## config.mk

```make
export PLATFORM = sky130hd
export DESIGN_NAME = http_response_body_extractor
export DESIGN_NICKNAME = d
export VERILOG_FILES = /design/src/hrbe_pkg.sv /design/src/hrbe_ctrl.sv /design/src/hrbe_dp.sv /design/src/http_response_body_extractor.sv
export SDC_FILE = /design/constraint.sdc
export NUM_CORES = 1
export LEC_CHECK = 0
export BUFFER_PORTS_ARGS = -buffer_cell sky130_fd_sc_hd__buf_2
export CAP_MARGIN = 20
export CORE_MARGIN = 3
export CORE_UTILIZATION = 64
export DETAILED_ROUTE_END_ITERATION = 12
export HOLD_SLACK_MARGIN = 0.08
export PLACE_DENSITY_LB_ADDON = 0.08
export REMOVE_ABC_BUFFERS = 1
export SLEW_MARGIN = 25
export SYNTH_ARGS = -nofsm -noshare
export SYNTH_HDL_FRONTEND = slang
export SYNTH_SLANG_ARGS = --single-unit
```

## constraint.sdc

```tcl
create_clock -name aclk -period 6.2 [get_ports aclk]
set_input_delay 0.31 -clock aclk [delete_from_list [all_inputs] [get_ports aclk]]
set_output_delay 0.31 -clock aclk [all_outputs]
set_load 0.02 [all_outputs]
```

## src/hrbe_pkg.sv

```systemverilog
// Shared types, constants and parsing helpers for the HTTP response body extractor.
// Depends on nothing; every other file of the block imports it.
package hrbe_pkg;

    localparam int HOLD_DEPTH = 31;
    localparam int HOLD_AW    = $clog2(HOLD_DEPTH);
    localparam int HOLD_CW    = $clog2(HOLD_DEPTH + 1);
    localparam int CHUNK_BITS = 32;
    localparam int KEY_LEN    = 17;
    localparam int NEEDLE_LEN = 7;

    // Chunk parser phases.
    localparam logic [3:0] CP_WS   = 4'd0;
    localparam logic [3:0] CP_SIGN = 4'd1;
    localparam logic [3:0] CP_ZERO = 4'd2;
    localparam logic [3:0] CP_X    = 4'd3;
    localparam logic [3:0] CP_DIG  = 4'd4;
    localparam logic [3:0] CP_REST = 4'd5;
    localparam logic [3:0] CP_DATA = 4'd6;
    localparam logic [3:0] CP_DCR  = 4'd7;
    localparam logic [3:0] CP_DLF  = 4'd8;
    localparam logic [3:0] CP_DONE = 4'd9;
    localparam logic [3:0] CP_ERR  = 4'd10;

    // Closing status codes.
    localparam logic [2:0] ST_OK       = 3'd0;
    localparam logic [2:0] ST_NO_HDR   = 3'd1;
    localparam logic [2:0] ST_NOT_2XX  = 3'd2;
    localparam logic [2:0] ST_BAD_SIZE = 3'd3;
    localparam logic [2:0] ST_TRUNC    = 3'd4;
    localparam logic [2:0] ST_NO_ZERO  = 3'd5;
    localparam logic [2:0] ST_OVERFLOW = 3'd6;

    // Whitespace hold codes.
    localparam logic [1:0] HC_CR = 2'd0;
    localparam logic [1:0] HC_LF = 2'd1;
    localparam logic [1:0] HC_SP = 2'd2;

    typedef struct packed {
        logic [4:0] pos;
        logic [1:0] phase;
        logic [2:0] needle;
        logic       chunked;
    } hdr_t;

    typedef struct packed {
        logic [3:0]            phase;
        logic [CHUNK_BITS-1:0] rem;
        logic [2:0]            err;
    } ck_t;

    // Controller to datapath commands.
    typedef struct packed {
        logic               accept;
        logic               mem_rd;
        logic [HOLD_AW-1:0] rd_addr;
        logic               load_hold;
        logic               load_byte;
        logic               load_close;
    } cmd_t;

    // Datapath to controller status.
    typedef struct packed {
        logic [HOLD_CW-1:0] flush_cnt;
        logic               emit;
        logic               eor;
        logic               out_free;
    } stat_t;

    function automatic logic [7:0] key_char(input logic [4:0] pos);
        logic [7:0] ch;
        case (pos)
            5'd0: ch = "t";   5'd1: ch = "r";   5'd2: ch = "a";   5'd3: ch = "n";
            5'd4: ch = "s";   5'd5: ch = "f";   5'd6: ch = "e";   5'd7: ch = "r";
            5'd8: ch = "-";   5'd9: ch = "e";   5'd10: ch = "n";  5'd11: ch = "c";
            5'd12: ch = "o";  5'd13: ch = "d";  5'd14: ch = "i";  5'd15: ch = "n";
            5'd16: ch = "g";
            default: ch = 8'h00;
        endcase
        return ch;
    endfunction

    function automatic logic [7:0] needle_char(input logic [2:0] idx);
        logic [7:0] ch;
        case (idx)
            3'd0: ch = "c"; 3'd1: ch = "h"; 3'd2: ch = "u"; 3'd3: ch = "n";
            3'd4: ch = "k"; 3'd5: ch = "e"; 3'd6: ch = "d";
            default: ch = 8'h00;
        endcase
        return ch;
    endfunction

    function automatic logic [7:0] to_lower(input logic [7:0] c);
        return (c >= "A" && c <= "Z") ? c + 8'd32 : c;
    endfunction

    // Hex digit value, or 16 for a non-digit.
    function automatic logic [4:0] hexval(input logic [7:0] c);
        logic [4:0] d;
        if (c >= "0" && c <= "9")      d = 5'(c - "0");
        else if (c >= "a" && c <= "f") d = 5'(c - "a" + 8'd10);
        else if (c >= "A" && c <= "F") d = 5'(c - "A" + 8'd10);
        else                           d = 5'd16;
        return d;
    endfunction

    function automatic logic is_space(input logic [7:0] c);
        return (c == 8'd32) || (c >= 8'd9 && c <= 8'd13);
    endfunction

    // One content byte of a header line.
    function automatic hdr_t hdr_content(input hdr_t s, input logic [7:0] c);
        hdr_t r;
        r = s;
        if (s.phase == 2'd0) begin
            if (s.pos < 5'(KEY_LEN)) begin
                if (to_lower(c) == key_char(s.pos)) r.pos = s.pos + 5'd1;
                else r.phase = 2'd2;
            end else begin
                r.phase = (c == ":") ? 2'd1 : 2'd2;
            end
        end else if (s.phase == 2'd1) begin
            if (c == needle_char(s.needle)) r.needle = s.needle + 3'd1;
            else r.needle = (c == "c") ? 3'd1 : 3'd0;
            if (r.needle >= 3'(NEEDLE_LEN)) begin
                r.chunked = 1'b1;
                r.phase   = 2'd3;
                r.needle  = 3'd0;
            end
        end
        return r;
    endfunction

    function automatic ck_t ck_fail(input ck_t s, input logic [2:0] code);
        ck_t r;
        r = s;
        if (s.err == ST_OK) r.err = code;
        r.phase = CP_ERR;
        return r;
    endfunction

    // Shift one hex digit into the size, saturating at all ones.
    function automatic logic [CHUNK_BITS-1:0] accumulate(input logic [CHUNK_BITS-1:0] v,
                                                         input logic [4:0] d);
        logic [CHUNK_BITS-1:0] r;
        if (v[CHUNK_BITS-1 -: 4] != 4'd0) r = '1;
        else r = {v[CHUNK_BITS-5:0], d[3:0]};
        return r;
    endfunction

    // One content byte of a chunk size line.
    function automatic ck_t size_content(input ck_t s, input logic [7:0] c);
        ck_t        r;
        logic [4:0] d;
        logic       sign_step;
        r = s;
        d = hexval(c);
        sign_step = 1'b0;
        case (s.phase)
            CP_WS: begin
                if (!is_space(c)) begin
                    if (c == "+") r.phase = CP_SIGN;
                    else sign_step = 1'b1;
                end
            end
            CP_SIGN: sign_step = 1'b1;
            CP_ZERO: begin
                if (c == "x" || c == "X") r.phase = CP_X;
                else if (d < 5'd16) begin
                    r.rem   = accumulate(s.rem, d);
                    r.phase = CP_DIG;
                end else r.phase = CP_REST;
            end
            CP_X, CP_DIG: begin
                if (d < 5'd16) begin
                    r.rem   = accumulate(s.rem, d);
                    r.phase = CP_DIG;
                end else r.phase = CP_REST;
            end
            default: ;
        endcase
        if (sign_step) begin
            if (d == 5'd0) begin
                r.rem   = '0;
                r.phase = CP_ZERO;
            end else if (d < 5'd16) begin
                r.rem   = CHUNK_BITS'(d);
                r.phase = CP_DIG;
            end else begin
                r = ck_fail(s, ST_BAD_SIZE);
            end
        end
        return r;
    endfunction

    function automatic ck_t size_line_end(input ck_t s);
        ck_t r;
        r = s;
        if (s.phase == CP_WS || s.phase == CP_SIGN) r = ck_fail(s, ST_BAD_SIZE);
        else if (s.phase <= CP_REST) r.phase = (s.rem == '0) ? CP_DONE : CP_DATA;
        return r;
    endfunction

    function automatic logic [7:0] hold_char(input logic [1:0] code);
        logic [7:0] ch;
        case (code)
            HC_LF:   ch = 8'd10;
            HC_SP:   ch = 8'd32;
            default: ch = 8'd13;
        endcase
        return ch;
    endfunction

endpackage

```

## src/hrbe_ctrl.sv

```systemverilog
// Sequencing controller of the body extractor: input handshake, hold flush, result order.
// Depends on hrbe_pkg.
module hrbe_ctrl
    import hrbe_pkg::*;
(
    input  logic  aclk,
    input  logic  aresetn,
    input  logic  in_valid,
    output logic  in_ready,
    input  stat_t stat,
    output cmd_t  cmd
);

    typedef enum logic [4:0] {
        S_IDLE  = 5'b00001,
        S_RD    = 5'b00010,
        S_FL    = 5'b00100,
        S_BYTE  = 5'b01000,
        S_CLOSE = 5'b10000
    } state_t;

    state_t             state_reg, state_next;
    logic [HOLD_CW-1:0] idx_reg, idx_next;
    logic [HOLD_CW-1:0] cnt_reg, cnt_next;
    logic               eor_reg, eor_next;
    logic               accept;

    assign in_ready = (state_reg == S_IDLE);
    assign accept   = in_valid && in_ready;

    // Next state and commands.
    always_comb begin
        state_next     = state_reg;
        idx_next       = idx_reg;
        cnt_next       = cnt_reg;
        eor_next       = eor_reg;
        cmd            = '0;
        cmd.accept     = accept;
        cmd.rd_addr    = idx_reg[HOLD_AW-1:0];
        case (state_reg)
            S_IDLE: begin
                if (accept) begin
                    idx_next = '0;
                    cnt_next = stat.flush_cnt;
                    eor_next = stat.eor;
                    if (stat.emit && stat.flush_cnt != '0) state_next = S_RD;
                    else if (stat.emit) state_next = S_BYTE;
                    else if (stat.eor) state_next = S_CLOSE;
                end
            end
            S_RD: begin
                cmd.mem_rd = 1'b1;
                state_next = S_FL;
            end
            S_FL: begin
                if (stat.out_free) begin
                    cmd.load_hold = 1'b1;
                    idx_next      = idx_reg + 1'b1;
                    state_next    = (idx_reg + 1'b1 == cnt_reg) ? S_BYTE : S_RD;
                end
            end
            S_BYTE: begin
                if (stat.out_free) begin
                    cmd.load_byte = 1'b1;
                    state_next    = eor_reg ? S_CLOSE : S_IDLE;
                end
            end
            S_CLOSE: begin
                if (stat.out_free) begin
                    cmd.load_close = 1'b1;
                    state_next     = S_IDLE;
                end
            end
            default: state_next = S_IDLE;
        endcase
    end

    always_ff @(posedge aclk) begin
        if (!aresetn) begin
            state_reg <= S_IDLE;
            idx_reg   <= '0;
            cnt_reg   <= '0;
            eor_reg   <= 1'b0;
        end else begin
            state_reg <= state_next;
            idx_reg   <= idx_next;
            cnt_reg   <= cnt_next;
            eor_reg   <= eor_next;
        end
    end

endmodule

```

## src/hrbe_dp.sv

```systemverilog
// Parsing datapath of the body extractor: header and chunk state, hold memory, output beat.
// Depends on hrbe_pkg.
module hrbe_dp
    import hrbe_pkg::*;
(
    input  logic       aclk,
    input  logic       aresetn,
    input  logic [7:0] s_byte_in,
    input  logic       s_end_of_response,
    input  cmd_t       cmd,
    output stat_t      stat,
    output logic       m_valid,
    input  logic       m_ready,
    output logic [7:0] m_body_byte,
    output logic       m_has_byte,
    output logic       m_last,
    output logic [2:0] m_status
);

    logic [1:0]         blank_reg, blank_next;
    logic               in_body_reg, in_body_next;
    logic [1:0]         sphase_reg, sphase_next;
    logic [8:0]         sval_reg, sval_next;
    logic               sbad_reg, sbad_next;
    hdr_t               hdr_reg, hdr_next;
    logic               cp_reg, cp_next;
    ck_t                ck_reg, ck_next;
    logic [HOLD_CW-1:0] hcnt_reg, hcnt_next;
    logic               hold_we;
    logic [1:0]         hold_wcode;
    logic               emit;
    logic [HOLD_CW-1:0] flush_cnt;
    logic [11:0]        sval_wide;
    logic [7:0]         c;

    logic [1:0]         hold_mem [HOLD_DEPTH];
    logic [1:0]         hold_rdata_reg;
    logic [7:0]         byte_reg;
    logic               valid_reg;
    logic [7:0]         obyte_reg;
    logic               ohas_reg, olast_reg;
    logic [2:0]         ostat_reg;
    logic [2:0]         close_status;
    logic               out_free;

    assign c        = s_byte_in;
    assign out_free = !valid_reg || m_ready;

    // Per-beat parse: every next value assumes the input beat is accepted.
    always_comb begin
        blank_next   = blank_reg;
        in_body_next = in_body_reg;
        sphase_next  = sphase_reg;
        sval_next    = sval_reg;
        sbad_next    = sbad_reg;
        hdr_next     = hdr_reg;
        cp_next      = cp_reg;
        ck_next      = ck_reg;
        hcnt_next    = hcnt_reg;
        hold_we      = 1'b0;
        hold_wcode   = HC_CR;
        emit         = 1'b0;
        flush_cnt    = '0;
        sval_wide    = 12'(sval_reg) * 12'd10 + 12'(c - "0");

        // Status code between the first two spaces.
        if (sphase_reg == 2'd0) begin
            if (c == 8'd32) sphase_next = 2'd1;
        end else if (sphase_reg == 2'd1) begin
            if (c == 8'd32) sphase_next = 2'd2;
            else if (c >= "0" && c <= "9") begin
                sval_next = (sval_wide > 12'd300) ? 9'd300 : sval_wide[8:0];
            end else sbad_next = 1'b1;
        end

        if (!in_body_reg) begin
            // Header lines, with a pending CR resolved against the next byte.
            if (cp_reg) begin
                if (c == 8'd10) begin
                    cp_next         = 1'b0;
                    hdr_next.pos    = '0;
                    hdr_next.phase  = '0;
                    hdr_next.needle = '0;
                end else begin
                    hdr_next = hdr_content(hdr_reg, 8'd13);
                    if (c != 8'd13) begin
                        cp_next  = 1'b0;
                        hdr_next = hdr_content(hdr_next, c);
                    end
                end
            end else if (c == 8'd13) begin
                cp_next = 1'b1;
            end else begin
                hdr_next = hdr_content(hdr_reg, c);
            end
            // Blank line detection.
            if (c == 8'd13) blank_next = (blank_reg == 2'd2) ? 2'd3 : 2'd1;
            else if (c == 8'd10) begin
                if (blank_reg == 2'd3) begin
                    in_body_next = 1'b1;
                    cp_next      = 1'b0;
                    blank_next   = 2'd0;
                end else blank_next = (blank_reg == 2'd1) ? 2'd2 : 2'd0;
            end else blank_next = 2'd0;
        end else if (hdr_reg.chunked) begin
            // Chunked body.
            case (ck_reg.phase)
                CP_DATA: begin
                    emit        = 1'b1;
                    ck_next.rem = ck_reg.rem - 1'b1;
                    if (ck_next.rem == '0) ck_next.phase = CP_DCR;
                end
                CP_DCR: begin
                    if (c == 8'd13) ck_next.phase = CP_DLF;
                    else ck_next = ck_fail(ck_reg, ST_TRUNC);
                end
                CP_DLF: begin
                    if (c == 8'd10) begin
                        ck_next.phase = CP_WS;
                        ck_next.rem   = '0;
                    end else ck_next = ck_fail(ck_reg, ST_TRUNC);
                end
                CP_DONE, CP_ERR: ;
                default: begin
                    if (cp_reg) begin
                        if (c == 8'd10) begin
                            cp_next = 1'b0;
                            ck_next = size_line_end(ck_reg);
                        end else begin
                            ck_next = size_content(ck_reg, 8'd13);
                            if (ck_next.phase > CP_REST) cp_next = 1'b0;
                            else if (c != 8'd13) begin
                                cp_next = 1'b0;
                                ck_next = size_content(ck_next, c);
                            end
                        end
                    end else if (c == 8'd13) begin
                        cp_next = 1'b1;
                    end else begin
                        ck_next = size_content(ck_reg, c);
                    end
                end
            endcase
        end else if (ck_reg.err == ST_OK) begin
            // Plain body: whitespace is held until a later visible byte.
            if (c == 8'd13 || c == 8'd10 || c == 8'd32) begin
                if (hcnt_reg >= HOLD_CW'(HOLD_DEPTH)) begin
                    ck_next = ck_fail(ck_reg, ST_OVERFLOW);
                end else begin
                    hold_we    = 1'b1;
                    hold_wcode = (c == 8'd13) ? HC_CR : (c == 8'd10) ? HC_LF : HC_SP;
                    hcnt_next  = hcnt_reg + 1'b1;
                end
            end else begin
                emit      = 1'b1;
                flush_cnt = hcnt_reg;
                hcnt_next = '0;
            end
        end
    end

    // Closing status, priority as the header and body checks demand.
    always_comb begin
        if (!in_body_reg) close_status = ST_NO_HDR;
        else if (sphase_reg != 2'd2 || sbad_reg || sval_reg < 9'd200 || sval_reg >= 9'd300)
            close_status = ST_NOT_2XX;
        else if (ck_reg.err != ST_OK) close_status = ck_reg.err;
        else if (!hdr_reg.chunked || ck_reg.phase == CP_DONE) close_status = ST_OK;
        else if (ck_reg.phase == CP_DATA || ck_reg.phase == CP_DCR || ck_reg.phase == CP_DLF)
            close_status = ST_TRUNC;
        else close_status = ST_NO_ZERO;
    end

    assign stat.flush_cnt = flush_cnt;
    assign stat.emit      = emit;
    assign stat.eor       = s_end_of_response;
    assign stat.out_free  = out_free;

    // Parser state; the closing beat returns everything to reset.
    always_ff @(posedge aclk) begin
        if (!aresetn || cmd.load_close) begin
            blank_reg   <= '0;
            in_body_reg <= 1'b0;
            sphase_reg  <= '0;
            sval_reg    <= '0;
            sbad_reg    <= 1'b0;
            hdr_reg     <= '0;
            cp_reg      <= 1'b0;
            ck_reg      <= '{phase: CP_WS, rem: '0, err: ST_OK};
            hcnt_reg    <= '0;
        end else if (cmd.accept) begin
            blank_reg   <= blank_next;
            in_body_reg <= in_body_next;
            sphase_reg  <= sphase_next;
            sval_reg    <= sval_next;
            sbad_reg    <= sbad_next;
            hdr_reg     <= hdr_next;
            cp_reg      <= cp_next;
            ck_reg      <= ck_next;
            hcnt_reg    <= hcnt_next;
        end
    end

    // Hold memory and the byte that waits behind the flush.
    always_ff @(posedge aclk) begin
        if (cmd.accept && hold_we) hold_mem[hcnt_reg[HOLD_AW-1:0]] <= hold_wcode;
        if (cmd.mem_rd) hold_rdata_reg <= hold_mem[cmd.rd_addr];
        if (cmd.accept) byte_reg <= c;
    end

    // Output beat register.
    always_ff @(posedge aclk) begin
        if (!aresetn) begin
            valid_reg <= 1'b0;
        end else if (cmd.load_hold || cmd.load_byte || cmd.load_close) begin
            valid_reg <= 1'b1;
        end else if (m_ready) begin
            valid_reg <= 1'b0;
        end
    end

    always_ff @(posedge aclk) begin
        if (cmd.load_hold) begin
            obyte_reg <= hold_char(hold_rdata_reg);
            ohas_reg  <= 1'b1;
            olast_reg <= 1'b0;
            ostat_reg <= ST_OK;
        end else if (cmd.load_byte) begin
            obyte_reg <= byte_reg;
            ohas_reg  <= 1'b1;
            olast_reg <= 1'b0;
            ostat_reg <= ST_OK;
        end else if (cmd.load_close) begin
            obyte_reg <= 8'd0;
            ohas_reg  <= 1'b0;
            olast_reg <= 1'b1;
            ostat_reg <= close_status;
        end
    end

    assign m_valid     = valid_reg;
    assign m_body_byte = obyte_reg;
    assign m_has_byte  = ohas_reg;
    assign m_last      = olast_reg;
    assign m_status    = ostat_reg;

endmodule

```

## src/http_response_body_extractor.sv

```systemverilog
// Top level of the HTTP response body extractor.
// Depends on hrbe_pkg, hrbe_ctrl and hrbe_dp.
//
// Takes a response one byte per beat and returns its body bytes, decoding chunked
// transfer encoding, followed by one closing beat with last set and a status code.
// A byte that yields no result is only accepted; a byte that yields one body beat
// is accepted and then loaded into the output register; a visible byte in a plain
// body that releases N held CR, LF or space bytes first reads the hold memory and
// loads the output register once per held byte, then loads its own byte; a final
// byte adds the closing beat. Each load of the output register waits while the
// beat before it is still held there by a low m_ready. A new byte is taken while a
// finished beat still waits on the output register.
module http_response_body_extractor
    import hrbe_pkg::*;
(
    input  logic       aclk,
    input  logic       aresetn,
    input  logic       s_valid,
    output logic       s_ready,
    input  logic [7:0] s_byte_in,
    input  logic       s_end_of_response,
    output logic       m_valid,
    input  logic       m_ready,
    output logic [7:0] m_body_byte,
    output logic       m_has_byte,
    output logic       m_last,
    output logic [2:0] m_status
);

    cmd_t  cmd;
    stat_t stat;

    hrbe_ctrl u_ctrl (
        .aclk     (aclk),
        .aresetn  (aresetn),
        .in_valid (s_valid),
        .in_ready (s_ready),
        .stat     (stat),
        .cmd      (cmd)
    );

    hrbe_dp u_dp (
        .aclk              (aclk),
        .aresetn           (aresetn),
        .s_byte_in         (s_byte_in),
        .s_end_of_response (s_end_of_response),
        .cmd               (cmd),
        .stat              (stat),
        .m_valid           (m_valid),
        .m_ready           (m_ready),
        .m_body_byte       (m_body_byte),
        .m_has_byte        (m_has_byte),
        .m_last            (m_last),
        .m_status          (m_status)
    );

endmodule
```

After elaboration in Yosys (flattened, before gate mapping)
Memories as Yosys holds them, arrays and structs flattened. A register that Yosys moved wholly into a read port is not among the register bits.
Index checks and enable logic that the tools add are counted.
Widths: inputs -> output; s select.
{"block": "classes", "add_sub_neg": 15, "multipliers": 1, "div_mod_pow": 0, "n_lt_le_gt_ge": 23, "eq_ne": 89, "shift": 0, "mux": 287, "bitwise": 7, "reduce_logical": 82}
{"op": "$mux 39", "count": 17}
{"op": "$mux 36", "count": 8}
{"op": "$mux 8", "count": 34}
{"op": "$mux 5", "count": 52}
{"op": "$mux 32", "count": 8}
{"op": "$pmux 36 s4", "count": 1}
{"op": "$pmux 32 s2", "count": 2}
{"op": "$mux 3", "count": 35}
{"op": "$pmux 7 s7", "count": 2}
{"op": "$mux 4", "count": 17}
{"op": "$logic_not 32->1", "count": 2}
{"op": "$mux 1", "count": 62}
{"op": "$mux 2", "count": 30}
{"op": "$mux 6", "count": 6}
{"op": "$mux 11", "count": 3}
{"op": "$eq 8x8->1", "count": 4}
{"op": "$sub 32x1->32 const B", "count": 1}
{"op": "$lt 5x5->1 const B", "count": 5}
{"op": "$pmux 5 s5", "count": 1}
{"op": "$reduce_and 5->1", "count": 5}
{"op": "$eq 8x6->1 const B", "count": 3}
{"op": "$eq 8x7->1 const B", "count": 3}
{"op": "$le 8x7->1 const B", "count": 3}
{"op": "$ne 8x8->1 const B", "count": 3}
{"op": "80 further kinds", "count": 197}
{"block": "totals", "reg_bits": 109, "latchBits": 0, "mem_bits_rw": 62, "romBits": 672, "in_bits": 13, "out_inout_bits": 15, "wordCells": 532, "n_memories": 4}
{"name": "(name not given)", "depth": 32, "width": 7, "read_ports": 1, "rd_clocked_by_memory_dff": 1, "wr": 0, "line_no": "hrbe_pkg.sv:72", "rtl": "case (pos)"}
{"name": "(name not given)", "depth": 32, "width": 7, "read_ports": 1, "rd_clocked_by_memory_dff": 0, "wr": 0, "line_no": "hrbe_pkg.sv:72"}
{"name": "(name not given)", "depth": 32, "width": 7, "read_ports": 1, "rd_clocked_by_memory_dff": 1, "wr": 0, "line_no": "hrbe_pkg.sv:72"}
{"name": "u_dp.hold_mem", "depth": 31, "width": 2, "read_ports": 1, "rd_clocked_by_memory_dff": 1, "wr": 1, "line_no": "hrbe_dp.sv:36", "rtl": "logic [1:0] hold_mem [HOLD_DEPTH];"}

Logic depth before layout (Yosys ltp)
{"block": "depth", "word_depth": 46, "ltp_mapped": 22, "ltp_nobuf": 20}

Hierarchy
A second synthesis with hierarchy kept.
{"block": "unflattened", "cells_unflattened": 1557, "area_unflattened_um2": 13227.7}
{"module": "hrbe_dp", "n_inst": 1, "cells_per_inst": 1443, "area_each_um2": 12245.5, "seq_area_each_um2": 4083.9}
{"module": "hrbe_ctrl", "n_inst": 1, "cells_per_inst": 114, "area_each_um2": 982.2, "seq_area_each_um2": 320.3}

Worst setup path after synthesis
OpenSTA, ideal clock, no wires.
{"block": "synth_timing", "path_kind": "register -> register", "startpoint": "register (tool-made name)", "endpoint": "register (tool-made name)", "setup_time_ns": 0.078, "arrival_time_ns": 4.576, "t_required_ns": 6.122, "slack_ns": 1.546, "stages_incl_launch_ff": 17, "path_buffers": 1, "synth_period_minus_slack_ns": 4.654, "cell_sequence": "dfxtp_1 > or4_4 > nor4_4 > buf_2 > mux2_2 > ha_1 > inv_1 > nor4_1 > nor4_1 > o31ai_1 > a41oi_2 > nand4b_1 > and3_1 > a21oi_1 > ha_1 > mux2_2 > nor3_1"}

==> summary.md <==
| Metric | Value |
|---|---|
| Commonest non-fill, non-tap cell in the layout | nor2_1 |
| Post-CTS setup buffer count | 0 |
| Gp weighted congestion | 0.9766 |
| Via/cell ratio | 6.627 |
| Layout cells sized above 1 | 9.031% |
| Worst-path maximum fanout | 18 |
| Post_cts resized | 0 |
| H-tree lvl count | 4 |
| Die area | 0.02165 mm^2 |
| Top_reg_cell synth | dfxtp_1 |
| Worst Clk Skew | 0.01373 ns |
| Most frequent cells in the layout | nor2_1, nand2_1, a21oi_1 |
| Drt drc | 0 |
| Root buf cell | clkbuf_16 |
| Worst EP required | 6.55 ns |
| Critical Path Source Type | register |
| Via count | 11700 |
| Area growth, synth to finish | 6.849% |
| Num rows | 50 |
| Final min period | 5.362 ns |
| Post-DRT Antenna Nets | 0 |
| Largest cells by area after synthesis | edfxtp_1, dfxtp_1, ha_1 |
| Worst path slowest cell | dfxtp_1 |
| HPWL after DPL | 23.04 mm |
| Die X | 147.2 um |
| FF/Latch Area | 0.004404 mm^2 |
| Max reg flops | 62 |
| WS Path Type | reg -> reg |
| Arrival @ worst endpoint | 5.72 ns |
| I/O pin cnt | 28 |
| First-pass GRT wire length | 56.22 mm |
| Wirelength, routed | 34.06 mm |
| Layout net count | 1580 |
| MaxCap Viol Count | 0 |
| CTS tree | built |
| Normalized max-slew margin | 37.22% |
| Initial antenna violation count | 0 |
| Worst-path clk slew | 0.08 ns |
| Drt pass-1 iters | 5 |
| Core area | 0.01914 mm^2 |
| Total of warnings raised by yosys | 0 |
| CP delay by family, top | compound AO/OA/AOI/OAI gates |
| RSZ-0062 raised after global routing | false |
| Power density over cell area | 211.0 mW/mm^2 |
| Largest net degree at the start of global routing | 55 |
| Post-synth cell types | 90 |
| Gr usage total | 31.30% |
| Multi-input gate area | 0.007800 mm^2 |
| Tcrit/Tclk final | 86.49% |
| Fill cell count | 1540 |
| Yosys reg bits | 180 |
| Initial DRC Count | 1518 |
| Fin. Hold Viols | 0 |
| CP Cell Sequence | o41a_1, nor4_4, buf_4, xnor2_1, inv_1, ha_1, inv_1, nor4_1, nor4_1, o31ai_1, a41oi_2, nand4b_1, and3_1, a21oi_1, ha_1, o31ai_1, o21ai_0, a32oi_1 |
| Clock sink total | 180 |
| Vias in the first global route | 11050 |
| Run status | finished, final reports clean |
| Final setup violation count | 0 |
| Setup TNS Final | 0 ns |
| Height of the die | 147.2 um |
| Longest Clk Path Bufs | 2 |
| Overflow after GRT | 0 |
| Worst skew pair latency | 0.44 ns |
| Post-synthesis cell area | 0.01275 mm^2 |
| VDD IR-drop max | 0.1847 mV |
| Syn_area_per_cell | 8.368 um^2 |
| Ant. Diodes | 0 |
| Tot Pwr | 2875 uW |
| Crit path buf inv count | 3 |
| Measured slew at the worst slew-check pin | 0.9382 ns |
| Number of flops mapped to enable cells by yosys | 80 |
| Sequential area share after synthesis | 34.54% |
| Dominant cell type by area after synthesis | edfxtp_1 |
| Max Slew Vio Count | 0 |
| Hold Buf Count CTS | 0 |
| CTS Buf Count | 17 |
| Top cell type's share of synthesized area | 18.84% |
| Wire per inst | 19.29 um |
| FFs w/ async S/R, synth | 0% |
| Leakage | 0.004734 uW |
| Gate Count Post-Synth | 1524 |
| Minimum hold slack | 0.1495 ns |
| Setup crit end kind | register |
| Peak Freq | 186.5 MHz |
| Hold Path Class | in -> reg |
| CP max stage delay | 0.74 ns |
| Starting density of the core | 66.61% |
| # port buffers | 27 |
==> path summary, 6_finish.rpt <==
path	depth (start not counted)	slack, ns	endpoint	start
worst min register to register	2	0.44	u_dp.m_has_byte	u_dp.m_has_byte
worst min-delay path	3	0.15	u_ctrl.eor_reg	s_end_of_response
worst max-delay path	18	0.84	register	u_dp.hdr_reg[6]
worst max register to register	18	0.84	register	u_dp.hdr_reg[6]
==> cells in the mapped netlist, drive strengths merged, types with 10 or more instances <==
library cell / number
nand3b: 10
dfxtp: 100
nand2: 141
nor3: 47
a211oi: 12
nand4: 18
clkbuf: 83
nand2b: 14
nor2: 192
or4: 11
inv: 53
mux2i: 16
o31ai: 10
and2: 15
nor2b: 22
and3: 12
o21ai: 100
xnor2: 52
or3: 14
o22ai: 17
nand3: 49
o21a: 10
o32ai: 15
a31oi: 24
nor4: 22
mux4: 18
ha: 72
xor2: 17
o21bai: 14
or2: 11
edfxtp: 80
a21oi: 125
==> through the flow <==
stage	cells	util [%]	area [um^2]	setup slack [ns]
floorplan	1432	-	12400	1.479
global placement	1734	67.80	12980	1.238
detailed placement	1734	67.83	12990	0.9492
CTS	1766	71.16	13620	0.9470
global route	1766	71.18	13630	0.4402
finish	1766	71.18	13630	0.8378
==> per-layer routing <==
layer	track usage (%)	wire length [um]	share of wire [%]
met1	43.95	14720	43
met2	49.84	15760	46
met3	4.534	2700	7.9
met4	11.04	877	2.6
met5	0	0	0
==> cell type report <==
cell class / count / share of cell area (%)
multi-input combinational: 1196 / 57.25
sequential: 180 / 32.32
clock buffer: 18 / 3.306
tap: 260 / 2.388
timing repair buffer: 42 / 1.818
inverter: 56 / 1.543
clock inverter: 14 / 1.377
==> worst min-delay path, stage by stage <==
cell and delay [ns]:
buf_2 0.12, nand2_1 0.05, a21boi_0 0.06
==> cells by family after synthesis <==
| kind of cell | after synthesis | synth area share [%] |
|---|---|---|
| buffers and inverters | 148 | 4.415 |
| adder cells (fa/ha/maj) | 74 | 7.378 |
| AO/OA/AOI/OAI | 413 | 20.60 |
| XOR/XNOR | 70 | 4.975 |
| AND/OR/NAND/NOR | 599 | 23.13 |
| flip-flops | 180 | 34.54 |
| multiplexers | 40 | 4.965 |
==> report_power, final <==
group	switching [uW]	internal, uW	leakage (uW)
Combinational	297	124	0.00302
Clock	561	580	0.000308
Sequential	32.6	1280	0.00141
(Power assumes the default switching activity.)
